--- config.mk ---
export PLATFORM = sky130hd
export DESIGN_NAME = gbe_ctrl
export DESIGN_NICKNAME = d
export VERILOG_FILES = /design/src/sv/gbe_pkg.sv /design/src/sv/gbe_ctrl.sv
export SDC_FILE = /design/constraint.sdc
export NUM_CORES = 1
export LEC_CHECK = 0
export BUFFER_PORTS_ARGS = -buffer_cell sky130_fd_sc_hd__buf_2
export CAP_MARGIN = 20
export CORE_AREA = 2 2 39 41
export CTS_BUF_LIST = sky130_fd_sc_hd__clkbuf_8
export CTS_CLUSTER_SIZE = 14
export DETAILED_ROUTE_END_ITERATION = 16
export DIE_AREA = 0 0 41 43
export PLACE_DENSITY = 0.73
export SLEW_MARGIN = 5
export SYNTH_ARGS = -nofsm -noshare
export SYNTH_HDL_FRONTEND = slang
export SYNTH_SLANG_ARGS = --single-unit
--- constraint.sdc ---
create_clock -name aclk -period 1.1 [get_ports aclk]
set_input_delay 0.11 -clock aclk [delete_from_list [all_inputs] [get_ports aclk]]
set_output_delay 0.11 -clock aclk [all_outputs]
set_load 0.02 [all_outputs]
--- src/sv/gbe_pkg.sv ---
// Shared types, constants and codes of the gap buffer engine
package gbe_pkg;

    localparam int STORE_DEPTH = 16384;
    localparam int ADDR_W      = $clog2(STORE_DEPTH);
    localparam int POS_W       = 15;
    localparam int OP_W        = 3;
    localparam int CHAR_W      = 8;
    localparam int STAT_W      = 2;

    // Request operation codes
    localparam logic [OP_W-1:0] OP_INSERT     = 3'd0;
    localparam logic [OP_W-1:0] OP_DEL_LEFT   = 3'd1;
    localparam logic [OP_W-1:0] OP_DEL_RIGHT  = 3'd2;
    localparam logic [OP_W-1:0] OP_STEP_RIGHT = 3'd3;
    localparam logic [OP_W-1:0] OP_STEP_LEFT  = 3'd4;
    localparam logic [OP_W-1:0] OP_JUMP       = 3'd5;

    // Result status codes
    localparam logic [STAT_W-1:0] STAT_OK     = 2'd0;
    localparam logic [STAT_W-1:0] STAT_FULL   = 2'd1;
    localparam logic [STAT_W-1:0] STAT_EMPTY  = 2'd2;
    localparam logic [STAT_W-1:0] STAT_BADPOS = 2'd3;

    typedef enum logic [2:0] {
        ST_IDLE,
        ST_EXEC,
        ST_STEP,
        ST_JUMP,
        ST_JUMP_MOVE
    } state_t;

    typedef enum logic [2:0] {
        PTR_HOLD,
        PTR_INS,
        PTR_DEL_L,
        PTR_DEL_R,
        PTR_MOVE_R,
        PTR_MOVE_L
    } ptr_op_t;

    typedef enum logic {
        DIR_RIGHT,
        DIR_LEFT
    } dir_t;

    typedef enum logic {
        WR_CHAR,
        WR_RDATA
    } wr_sel_t;

    // Controller to datapath
    typedef struct packed {
        logic              ld_in;
        logic              rd_en;
        logic              wr_en;
        dir_t              dir;
        wr_sel_t           wr_sel;
        ptr_op_t           ptr_op;
        logic              res_load;
        logic [STAT_W-1:0] res_status;
        logic              res_use_rdata;
    } cmd_t;

    // Datapath to controller
    typedef struct packed {
        logic [OP_W-1:0] op;
        logic            full;
        logic            left_empty;
        logic            right_empty;
        logic            bad_target;
        logic            need_right;
        logic            need_left;
        logic            out_free;
    } stat_t;

endpackage

--- src/sv/gbe_ctrl.sv ---
// Gap buffer controller: sequences each request over the datapath
module gbe_ctrl
    import gbe_pkg::*;
(
    input  logic  aclk,
    input  logic  aresetn,
    input  logic  s_valid,
    output logic  s_ready,
    input  stat_t stat,
    output cmd_t  cmd
);

    state_t state_reg, state_next;

    always_ff @(posedge aclk) begin
        if (!aresetn) begin
            state_reg <= ST_IDLE;
        end else begin
            state_reg <= state_next;
        end
    end

    always_comb begin
        state_next = state_reg;
        cmd        = '0;
        s_ready    = 1'b0;
        unique case (state_reg)
            // Take a request beat
            ST_IDLE: begin
                s_ready    = 1'b1;
                cmd.ld_in  = s_valid;
                if (s_valid) begin
                    state_next = ST_EXEC;
                end
            end

            // Decode: finish inserts, deletes, unused and failed requests, or start a step's store read or a jump walk
            ST_EXEC: begin
                unique case (stat.op)
                    OP_INSERT: begin
                        if (stat.out_free) begin
                            cmd.res_load = 1'b1;
                            state_next   = ST_IDLE;
                            if (stat.full) begin
                                cmd.res_status = STAT_FULL;
                            end else begin
                                cmd.wr_en  = 1'b1;
                                cmd.wr_sel = WR_CHAR;
                                cmd.ptr_op = PTR_INS;
                            end
                        end
                    end
                    OP_DEL_LEFT: begin
                        if (stat.out_free) begin
                            cmd.res_load = 1'b1;
                            state_next   = ST_IDLE;
                            if (stat.left_empty) begin
                                cmd.res_status = STAT_EMPTY;
                            end else begin
                                cmd.ptr_op = PTR_DEL_L;
                            end
                        end
                    end
                    OP_DEL_RIGHT: begin
                        if (stat.out_free) begin
                            cmd.res_load = 1'b1;
                            state_next   = ST_IDLE;
                            if (stat.right_empty) begin
                                cmd.res_status = STAT_EMPTY;
                            end else begin
                                cmd.ptr_op = PTR_DEL_R;
                            end
                        end
                    end
                    OP_STEP_RIGHT: begin
                        if (!stat.right_empty) begin
                            cmd.rd_en  = 1'b1;
                            cmd.dir    = DIR_RIGHT;
                            state_next = ST_STEP;
                        end else if (stat.out_free) begin
                            cmd.res_load   = 1'b1;
                            cmd.res_status = STAT_EMPTY;
                            state_next     = ST_IDLE;
                        end
                    end
                    OP_STEP_LEFT: begin
                        if (!stat.left_empty) begin
                            cmd.rd_en  = 1'b1;
                            cmd.dir    = DIR_LEFT;
                            state_next = ST_STEP;
                        end else if (stat.out_free) begin
                            cmd.res_load   = 1'b1;
                            cmd.res_status = STAT_EMPTY;
                            state_next     = ST_IDLE;
                        end
                    end
                    OP_JUMP: begin
                        if (!stat.bad_target) begin
                            state_next = ST_JUMP;
                        end else if (stat.out_free) begin
                            cmd.res_load   = 1'b1;
                            cmd.res_status = STAT_BADPOS;
                            state_next     = ST_IDLE;
                        end
                    end
                    default: begin
                        // unused selector: report ok, change nothing
                        if (stat.out_free) begin
                            cmd.res_load = 1'b1;
                            state_next   = ST_IDLE;
                        end
                    end
                endcase
            end

            // Write the read byte across the gap and report it
            ST_STEP: begin
                if (stat.out_free) begin
                    cmd.wr_en         = 1'b1;
                    cmd.wr_sel        = WR_RDATA;
                    cmd.dir           = (stat.op == OP_STEP_RIGHT) ? DIR_RIGHT : DIR_LEFT;
                    cmd.ptr_op        = (stat.op == OP_STEP_RIGHT) ? PTR_MOVE_R : PTR_MOVE_L;
                    cmd.res_load      = 1'b1;
                    cmd.res_use_rdata = 1'b1;
                    state_next        = ST_IDLE;
                end
            end

            // Walk toward the target one byte at a time
            ST_JUMP: begin
                if (stat.need_right && !stat.right_empty) begin
                    cmd.rd_en  = 1'b1;
                    cmd.dir    = DIR_RIGHT;
                    state_next = ST_JUMP_MOVE;
                end else if (stat.need_left && !stat.left_empty) begin
                    cmd.rd_en  = 1'b1;
                    cmd.dir    = DIR_LEFT;
                    state_next = ST_JUMP_MOVE;
                end else if (stat.out_free) begin
                    cmd.res_load = 1'b1;
                    state_next   = ST_IDLE;
                end
            end

            ST_JUMP_MOVE: begin
                cmd.wr_en  = 1'b1;
                cmd.wr_sel = WR_RDATA;
                cmd.dir    = stat.need_right ? DIR_RIGHT : DIR_LEFT;
                cmd.ptr_op = stat.need_right ? PTR_MOVE_R : PTR_MOVE_L;
                state_next = ST_JUMP;
            end

            default: begin
                state_next = ST_IDLE;
            end
        endcase
    end

endmodule

==> summary.md, run 1 <==
| Metric | Value |
|---|---|
| Leakage | `around 0.00052 uW` |
| Fmax | `678 MHz` |
| Failing checks | `negative setup slack` |
| Peak VDD IR | `0.727 mV` |
| DP HPWL | `between 1500 and 2000 um` |
| CTS tree | `yes` |
| Sequential cell area | `71.3 um^2` |
| Seq cells post-synth | `3` |
| Nets | `149` |
| Die Wd | `between 40 and 50 um` |
| Die area | `approximately 1800 um^2` |
| Post-synthesis cell type count | `35` |
| Min cycle time layout | `between 1 and 1.5 ns` |
| Routed vias | `897` |
| Worst Slack Setup Final | `-0.375 ns` |
| RSZ-0062 raised after global routing | `yes` |
| Worst Setup SP | `state_reg[1]$_SDFFE_PN0P_` |
| Pre-CTS WS | `-0.274 ns` |
| First-pass GRT wire length | `3840 um` |
| Largest net degree at the start of global routing | `11` |
| Slew HR | `0.783` |
| Worst-Margin Slew | `0.325 ns` |
| Period utilization | `1.34` |
| Pwr dens | `687 nW/um^2` |
| H-tree Lvls | `1` |
| Max reg flops | `3` |
| Slowest cell on crit path | `dfxtp_4` |
| Area delta synth->final | `142%` |
| Port buffer count | `25` |
| CP Class | `flop to primary output` |
| Boundary pin count | `26` |
| Setup crit end kind | `primary output` |
| Worst path bufs/invs | `1` |
| CP arrival | `between 1 and 1.5 ns` |
| Ant. Diodes | `0` |
| WL/cell | `17.7 um` |
| CP Depth | `5` |
| Core region area | `1380 um^2` |
| Clock root cell | `clkbuf_8` |
| Grt total ovfl | `0` |
| Delay-heaviest family, CP | `simple AND/OR/NAND/NOR gates` |
| Final ANT Viol Nets | `0` |
| Multi-input gate area | `597 um^2` |
| Clock skew | `between 0.005 and 0.006 ns` |
| Worst-path clk slew | `0.04 ns` |
| Vias/cell | `5.94` |
| Die H | `approximately 43 um` |
| Vias in the first global route | `828` |
| CTS max path bufs | `2` |
| Reg-to-reg endpoint | `state_reg[0]$_SDFFE_PN0P_` |
| Total Power | `approximately 870 uW` |
| Slowest stage delay, CP | `0.35 ns` |
| Cells after synthesis | `79` |
| Worst Setup EP | `cmd[4]` |
| Largest cells by area after synthesis | `dfxtp_1 12%, nor2_1 6.5%, a21oi_1 5.8%` |
| Post-Syn Nets | `92` |
| Initial Util | `0.377` |
| Status | `complete, but fails checks` |
| Synth Warn # | `0` |
| R2r setup slk | `-0.12 ns` |
| CTS Sinks | `3` |
| Filler Cell Count | `58` |
| Worst-Skew Late Latency | `0.22 ns` |
| Tot GR Track Use | `0.317` |
| Worst r2r src | `state_reg[0]$_SDFFE_PN0P_` |
| Num CTS Buffers | `3` |
| Average size of a mapped cell | `6.60 um^2` |
| Critical Path Fanout Max | `7` |
| DRT Pass-1 Iters | `4` |
| Startpoint class of the critical path | `flop` |
| Share of cells above drive strength 1 | `0.667` |
| # DRC | `0` |
| Worst EP required | `0.99 ns` |
| Yosys top cell area share | `0.115` |
| Initial antenna violation count | `0` |
| Worst Reg2Reg Path Length in Cells | `4` |
| Final hold violations | `0` |
| Setup violators final | `15` |
| Sequential area share after synthesis | `0.115` |
| Critical-path cell list | `nand4bb_4 -> nor3_2 -> nand2_1 -> o21ai_2 -> buf_6` |
| GP Congestion | `between 0.7 and 0.8` |
| Slew Limit Fails | `0` |
| Max-cap violation count | `0` |
| Area leader, netlist | `dfxtp_1` |
| Synthesized area | `522 um^2` |
| Core Rows | `14` |
| Post-Route WL | `2680 um` |
| Hold/Removal Path Class | `input port to flop` |
| DR iter-0 viols | `40` |
-- per-stage QoR --
stage	setup TNS (ns)	hold WS [ns]	utilization	area [um^2]	instances
4_1_cts	-3.26	0.140	0.860	1190	147
2_1_floorplan	-0.0874	0.223	-	672	79
3_3_place_gp	-1.29	0.345	0.687	951	137
3_5_place_dp	-1.45	0.341	0.687	951	137
5_1_grt	-4.11	0.154	0.912	1260	151
6_report	-3.55	0.149	0.912	1260	151
-- placed cells by master (no fill, tap or decap), types with 3 or more instances in the layout --
cell type,instances
nand2b_1,3
a21oi_2,3
clkbuf_8,3
nand3b_1,3
buf_4,28
buf_6,20
nand2_1,7
nor3_4,3
buf_2,9
nor2_1,7
dfxtp_4,3
-- final cells by class --
class	count	area share
Sequential cell	3	0.0565
Multi-Input combinational cell	66	0.473
Clock inverter	1	0.00297
Timing Repair Buffer	59	0.408
Tap cell	16	0.0159
Clock buffer	3	0.0327
Inverter	3	0.0109
-- worst min-delay path, delay by kind of cell --
kind,cells,cell delay [ns]
and+or+nand+nor,1,0.04
buffers and inverters,2,0.18
-- routing by layer --
metal	up-vias	wire [um]	GRT usage
li1	407	-	-
met1	416	965	0.377
met2	68	1410	0.494
met3	6	246	0.110
met4	0	48	0.127
met5	-	0	0
-- report_power, final --
group / switching (uW) / leakage (uW) / internal [uW]
Sequential: 13.6 / 0.0000266 / 111
Combinational: 202 / 0.000471 / 214
Clock: 87.8 / 0.0000269 / 239
Total: 303 / 0.000524 / 564
-- worst min-delay path by stage --
| stage | from | endpoint | slack, ns | cells past startpoint |
|---|---|---|---|---|
| floorplan | aresetn | state_reg[2]$_SDFFE_PN0P_ | 0.22 | 2 |
| finish | aresetn | state_reg[2]$_SDFFE_PN0P_ | 0.15 | 3 |
| CTS | aresetn | state_reg[2]$_SDFFE_PN0P_ | 0.14 | 3 |
| global placement | aresetn | state_reg[2]$_SDFFE_PN0P_ | 0.34 | 3 |
| global route | aresetn | state_reg[2]$_SDFFE_PN0P_ | 0.15 | 3 |
| detailed placement | aresetn | state_reg[2]$_SDFFE_PN0P_ | 0.34 | 3 |
-- synth_stat cells --
cell type and instances:
a41oi_1 1, a21oi_1 6, o41ai_1 1, inv_2 1, o32ai_1 2, a22oi_1 1, o211ai_1 1, buf_2 3
nand4bb_1 1, buf_6 1, buf_4 3, a211oi_1 1, nand2_1 8, o21ai_0 3, nor2b_1 2, nor3_1 5
inv_1 2, nand3_1 2, nor3b_1 1, o22a_1 2, o21ai_1 1, nand3b_1 3, or3b_4 1, nor4b_1 1
mux2_1 1, a31oi_1 1, a21o_1 2, and2_1 1, or3b_1 1, nor2_1 9, o41a_1 1, dfxtp_1 3
o21a_1 1, o22ai_1 2, nand2b_1 4
-- what timing repair did --
item	CTS	global route
hold buffers	0	0
resized for setup	41	11
buffers inserted	6	5
pin swaps	17	6
setup endpoints to repair	15	15
-- cell families (layout without fill, tap and decap cells) --
| logic type | after synthesis | in the layout | share of synthesized area |
|---|---|---|---|
| AOI/OAI and AO/OA | 26 | 26 | 0.341 |
| muxes | 1 | 1 | 0.0216 |
| and+or+nand+nor | 39 | 39 | 0.408 |
| buffers and inverters | 10 | 66 | 0.115 |
| DFF | 3 | 3 | 0.115 |
Power figures use the tool's default switching activity.
==> inputs of run 2 (changes only) <==
==> constraint.sdc (replaced) <==
create_clock -name aclk -period 1.1 [get_ports aclk]
set_input_delay 0.22 -clock aclk [delete_from_list [all_inputs] [get_ports aclk]]
set_output_delay 0.22 -clock aclk [all_outputs]
set_load 0.02 [all_outputs]
==> summary.md, run 2 (synthesis gave the netlist of run 1 again) <==
| Metric | Value |
|---|---|
| Max-cap violation count | `0` |
| Die H | `43 um` |
| Slew Limit Fails | `0` |
| Min cycle time layout | `1.56 ns` |
| Share of cells above drive strength 1 | `0.641` |
| Hold/Removal Path Class | `input port to flop` |
| DR iter-0 viols | `17` |
| Met2 usage | `0.522` |
| CTS Sinks | `3` |
| WL/cell | `17.6 um` |
| Nets | `between 100 and 150` |
| Fmax | `roughly 640 MHz` |
| Routed vias | `870` |
| Delay-heaviest family, CP | `simple AND/OR/NAND/NOR gates` |
| Status | `complete, but fails checks` |
| Startpoint class of the critical path | `flop` |
| Worst Slack Setup Final | `-0.463 ns` |
| # DRC | `0` |
| Hold_buf cts | `0` |
| CP arrival | `1.34 ns` |
| Post-Route WL | `2590 um` |
| Die area | `about 1800 um^2` |
| Clock skew | `roughly 0.000056 ns` |
| Worst r2r src | `state_reg[1]$_SDFFE_PN0P_` |
| Final ANT Viol Nets | `0` |
| Port buffer count | `25` |
| Most common cell after layout, fill and taps aside | `buf_4` |
| Met1 Track Usage GR | `0.294` |
| Critical-path cell list | `nand4bb_4 -> nor3_4 -> nand2_1 -> o21ai_2 -> buf_6` |
| Tot GR Track Use | `0.309` |
| Worst Setup SP | `state_reg[1]$_SDFFE_PN0P_` |
| Setup violators final | `15` |
| Setup crit end kind | `primary output` |
| Failing checks | `negative setup slack` |
| Leakage | `0.000505 uW` |
| DP HPWL | `1630 um` |
| R2r setup slk | `-0.30 ns` |
| Final hold violations | `0` |
| Initial antenna violation count | `0` |
| Post-route setup TNS | `-5.50 ns` |
| Worst path bufs/invs | `1` |
| CTS max path bufs | `2` |
| Most frequent cells in the layout | `26 x buf_4, 20 x buf_6, 9 x buf_2` |
| Worst EP required | `0.88 ns` |
| Vias in the first global route | `864` |
| Num CTS Buffers | `3` |
| Pwr dens | `677 nW/um^2` |
| Vias/cell | `5.92` |
| Critical Path Fanout Max | `8` |
| Core Rows | `14` |
| Ant. Diodes | `0` |
| Clock root cell | `clkbuf_8` |
| Slowest stage delay, CP | `0.36 ns` |
| CTS tree | `yes` |
| RSZ-0062 raised after global routing | `yes` |
| Worst-Skew Late Latency | `0.22 ns` |
| First-pass GRT wire length | `~3700 um` |
| Largest net degree at the start of global routing | `11` |
| Area delta synth->final | `132%` |
| Worst hold path startpoint | `aresetn` |
| Worst-Margin Slew | `0.340 ns` |
| Initial Util | `0.377` |
| Design area | `1210 um^2` |
| CP Class | `flop to primary output` |
| Placed cell area | `978 um^2` |
| Die Wd | `41 um` |
| Peak VDD IR | `0.771 mV` |
| Worst-path clk slew | `0.03 ns` |
| DRT Pass-1 Iters | `4` |
| Most Crowded Layer GR | `met2` |
| Core region area | `1380 um^2` |
| Slowest cell on crit path | `dfxtp_4` |
| Max reg flops | `3` |
| H-tree Lvls | `1` |
| GP Congestion | `just under 0.9` |
| Slew HR | `0.773` |
| Grt total ovfl | `0` |
| Period utilization | `1.42` |
| Boundary pin count | `26` |
| GR Util met3 | `0.0733` |
-- run 2: cell types whose count changed in the layout (fill, tap and decap cells not counted), sizes merged --
| cell | before | now |
|---|---|---|
| buf | 59 | 55 |
-- run 2: cell type report --
| cell class | count | area, um^2 |
|---|---|---|
| Clock buffer | 3 | 41.3 |
| Sequential cell | 3 | 71.3 |
| Tap cell | 16 | 20.0 |
| Fill cell | 68 | 175 |
| Clock inverter | 1 | 3.75 |
| Inverter | 3 | 13.8 |
| Multi-Input combinational cell | 66 | 593 |
| Timing Repair Buffer | 55 | 465 |
-- run 2: final timing paths --
kind                                                   to  cells past startpoint
worst max-delay path                               cmd[4]                      5
worst min-delay path            state_reg[2]$_SDFFE_PN0P_                      3
worst max register to register  state_reg[1]$_SDFFE_PN0P_                      5
worst min register to register  state_reg[0]$_SDFFE_PN0P_                      2
-- run 2: layer usage --
metal  wire, um  vias to the layer above
met3        124                       14
met2       1410                       47
met1        924                      409
met4        136                        0
li1           -                      400
met5          0                        -
-- run 2: through the flow --
stage / power (uW) / utilization / std cells / hold WS [ns] / setup slack, ns
4_1_cts: 799 / 0.852 / 145 / 0.248 / -0.454
3_3_place_gp: 423 / 0.707 / 139 / 0.452 / -0.475
2_1_floorplan: 315 / - / 79 / 0.330 / -0.253
6_report: 818 / 0.873 / 147 / 0.262 / -0.463
5_1_grt: 846 / 0.873 / 147 / 0.265 / -0.521
3_5_place_dp: 433 / 0.707 / 139 / 0.466 / -0.486
-- run 2: power by group --
| part | total [uW] | switching [uW] | internal, uW |
|---|---|---|---|
| logic | 381 | 193 | 188 |
| registers | 122 | 11.2 | 111 |
| clock network | 316 | 77.7 | 238 |
-- run 2: tightest hold or removal path, delay by kind of cell --
family                 cells  cell delay, ns
AND/OR/NAND/NOR            1            0.05
buffers and inverters      2            0.17
-- run 2: timing repair --
action                     CTS  global route
gates resized for setup     39             4
buffers inserted             2             2
pin swaps                   14             7
setup endpoints to repair   15            15
==> inputs of run 3 (changes only) <==
ABC_AREA = 1   (was unset)
CELL_PAD_IN_SITES_DETAIL_PLACEMENT = 1   (was unset)
CELL_PAD_IN_SITES_GLOBAL_PLACEMENT = 2   (was unset)
CORE_AREA = unset   (was 2 2 39 41)
CORE_MARGIN = 2   (was unset)
CORE_UTILIZATION = 19   (was unset)
DIE_AREA = unset   (was 0 0 41 43)
PLACE_DENSITY = unset   (was 0.73)
PLACE_DENSITY_LB_ADDON = 0.1   (was unset)
==> summary.md, run 3 <==
| Metric | Value |
|---|---|
| Status | `complete, but fails checks` |
| Failing checks | `negative setup slack` |
| WL/cell | `12.9 um` |
| Switching share of power | `0.334` |
| DR iter-0 viols | `2` |
| GP Congestion | `0.714` |
| Largest cells by area after synthesis | `nand2_1 17%, nand3_1 12%, nor2_1 12%` |
| Port buffer count | `25` |
| Clock skew | `0.00358 ns` |
| Worst-path clk slew | `0.03 ns` |
| Clk pwr share | `0.381` |
| Most common cell after layout, fill and taps aside | `buf_4` |
| Reg-to-reg endpoint | `state_reg[1]$_SDFFE_PN0P_` |
| Largest net degree at the start of global routing | `8` |
| Boundary pin count | `26` |
| Slew Limit Fails | `0` |
| DR WL met2 | `approximately 1300 um` |
| Worst Reg2Reg Path Length in Cells | `12` |
| Area delta synth->final | `148%` |
| Routed vias | `893` |
| Grt total ovfl | `0` |
| Post-Route Utilization | `0.482` |
| Hold WS | `about 0.26 ns` |
| Final hold violations | `0` |
| Worst-Skew Late Latency | `0.21 ns` |
| DRT met1 WL | `1110 um` |
| Comb pwr share | `0.463` |
| Synth Warn # | `0` |
| Sequential share of power | `0.155` |
| Clock root cell | `clkbuf_8` |
| Setup crit end kind | `primary output` |
| Post-Route WL | `2540 um` |
| First-pass GRT wire length | `~4100 um` |
| Leakage | `between 0.0006 and 0.0007 uW` |
| Placed cells | `approximately 180` |
| CTS max path bufs | `2` |
| Die Wd | `around 56 um` |
| Worst-Margin Slew | `0.201 ns` |
| Slowest cell on crit path | `dfxtp_2` |
| Num CTS Buffers | `3` |
| Period utilization | `1.35` |
| Vias in the first global route | `938` |
| Max-cap violation count | `0` |
| Critical-path cell list | `inv_4 -> nand2_4 -> nor2_4 -> nand2_4 -> buf_6 -> inv_4 -> nor2_2 -> nand2_2 -> buf_6` |
| Synth top cells by count | `24 x nand2_1, 17 x nor2_1, 15 x inv_1` |
| CP arrival | `between 1 and 1.5 ns` |
| Leading register cell type out of synthesis | `dfxtp_1` |
| Yosys top cell area share | `0.173` |
| Vias/cell | `4.53` |
| Worst Setup EP | `cmd[3]` |
| Ant. Diodes | `0` |
| # DRC | `0` |
| Hold/Removal Path Class | `input port to flop` |
| Initial antenna violation count | `0` |
| RSZ-0062 raised after global routing | `yes` |
| Average size of a mapped cell | `5.32 um^2` |
| Post-route insts no fill | `between 150 and 200` |
| Worst EP required | `0.88 ns` |
| DR WL met3 | `60 um` |
| Int Pwr | `between 500 and 600 uW` |
| Worst Slack Setup Final | `-0.387 ns` |
| CP Class | `flop to primary output` |
| R2r setup slk | `-0.37 ns` |
| Post-route setup TNS | `-4.86 ns` |
| Setup violators final | `15` |
| Max layer used | `met4` |
| Die H | `56.4 um` |
| Synthesized area | `522 um^2` |
| Post-Syn Nets | `111` |
| Worst Setup SP | `state_reg[2]$_SDFFE_PN0P_` |
| Final ANT Viol Nets | `0` |
| DP HPWL | `~1900 um` |
| Worst r2r src | `state_reg[2]$_SDFFE_PN0P_` |
| Fmax | `about 670 MHz` |
| CTS Sinks | `3` |
| Tot GR Track Use | `0.163` |
| Sequential area share after synthesis | `0.115` |
| Nets | `180` |
| Hold_buf cts | `0` |
| Cells after synthesis | `between 90 and 100` |
| Count leader, synth | `nand2_1` |
| Critical Path Fanout Max | `4` |
| Seq cells post-synth | `3` |
| Number of synthesized flops with an enable pin | `0` |
| Area leader, netlist | `nand2_1` |
| Filler Cell Count | `351` |
| Min cycle time layout | `1.49 ns` |
| Die area | `3180 um^2` |
| H-tree Lvls | `1` |
| Initial Util | `0.194` |
| Post-synthesis cell type count | `19` |
| Slowest stage delay, CP | `0.32 ns` |
| DRT Pass-1 Iters | `2` |
| Share of cells above drive strength 1 | `0.723` |
| Net switching power | `267 uW` |
| Max reg flops | `3` |
| Core Rows | `19` |
| Core region area | `2690 um^2` |
| Peak VDD IR | `1.20 mV` |
| Slew HR | `0.866` |
| Pwr dens | `~620 nW/um^2` |
| Startpoint class of the critical path | `flop` |
| Most frequent cells in the layout | `37 x buf_4, 17 x buf_6, 14 x nand2_1` |
| Asr flop ratio synth | `0` |
| CTS tree | `yes` |
## run 3: cells by family after synthesis
logic type | share of synthesized area
AOI/OAI and AO/OA | 0.0863
buffers and inverters | 0.146
DFF | 0.115
and+or+nand+nor | 0.652
## run 3: worst min-delay path by stage
| stage | from | end | cells past startpoint |
|---|---|---|---|
| after floorplan | aresetn | state_reg[1]$_SDFFE_PN0P_ | 2 |
| after global placement | aresetn | state_reg[1]$_SDFFE_PN0P_ | 3 |
| after detailed placement | aresetn | state_reg[1]$_SDFFE_PN0P_ | 3 |
| after CTS | aresetn | state_reg[1]$_SDFFE_PN0P_ | 3 |
| after global routing | aresetn | state_reg[2]$_SDFFE_PN0P_ | 3 |
| final | aresetn | state_reg[1]$_SDFFE_PN0P_ | 3 |
## run 3: worst max-delay path: cells and delay by family, from the launching register on
kind | cells | cell delay [ns]
AND/OR/NAND/NOR | 5 | 0.37
buffers and inverters | 4 | 0.36
flip-flops | 1 | 0.32
## run 3: power groups by stage
stage          clock [uW]  sequential [uW]  combinational (uW)
5_1_grt               335              125                 399
2_1_floorplan           0              120                 131
3_3_place_gp            0              122                 265
3_5_place_dp            0              122                 268
6_report              305              124                 370
4_1_cts               315              122                 340
## run 3: final cells by class
class	instances	area (um^2)	share of cell area
clock buffer	3	41.3	0.0319
clock inverter	1	3.75	0.00290
inverter	16	75.1	0.0580
multi-input combinational	77	537	0.415
sequential	3	68.8	0.0532
tap	31	38.8	0.0300
timing repair buffer	66	529	0.409
## run 3: routing by layer
layer  global-route usage  up-vias
li1                     -      453
met1                0.196      419
met2                0.299       17
met3               0.0207        4
met4               0.0476        0
met5                    0        -
## run 3: per-stage QoR
step                      power [uW]  setup slack (ns)  area, um^2
final                            799            -0.387        1290
after global routing             860            -0.469        1290
after CTS                        778            -0.402        1190
after detailed placement         390            -0.321         937
after global placement           387            -0.296         937
after floorplan                  252           -0.0767         563
## run 3: timing repair
action / 4_1_cts / 5_1_grt
setup buffers: 8 / 4
pin swaps: 4 / 11
endpoints found under the setup margin: 15 / 16
resized for setup: 50 / 28
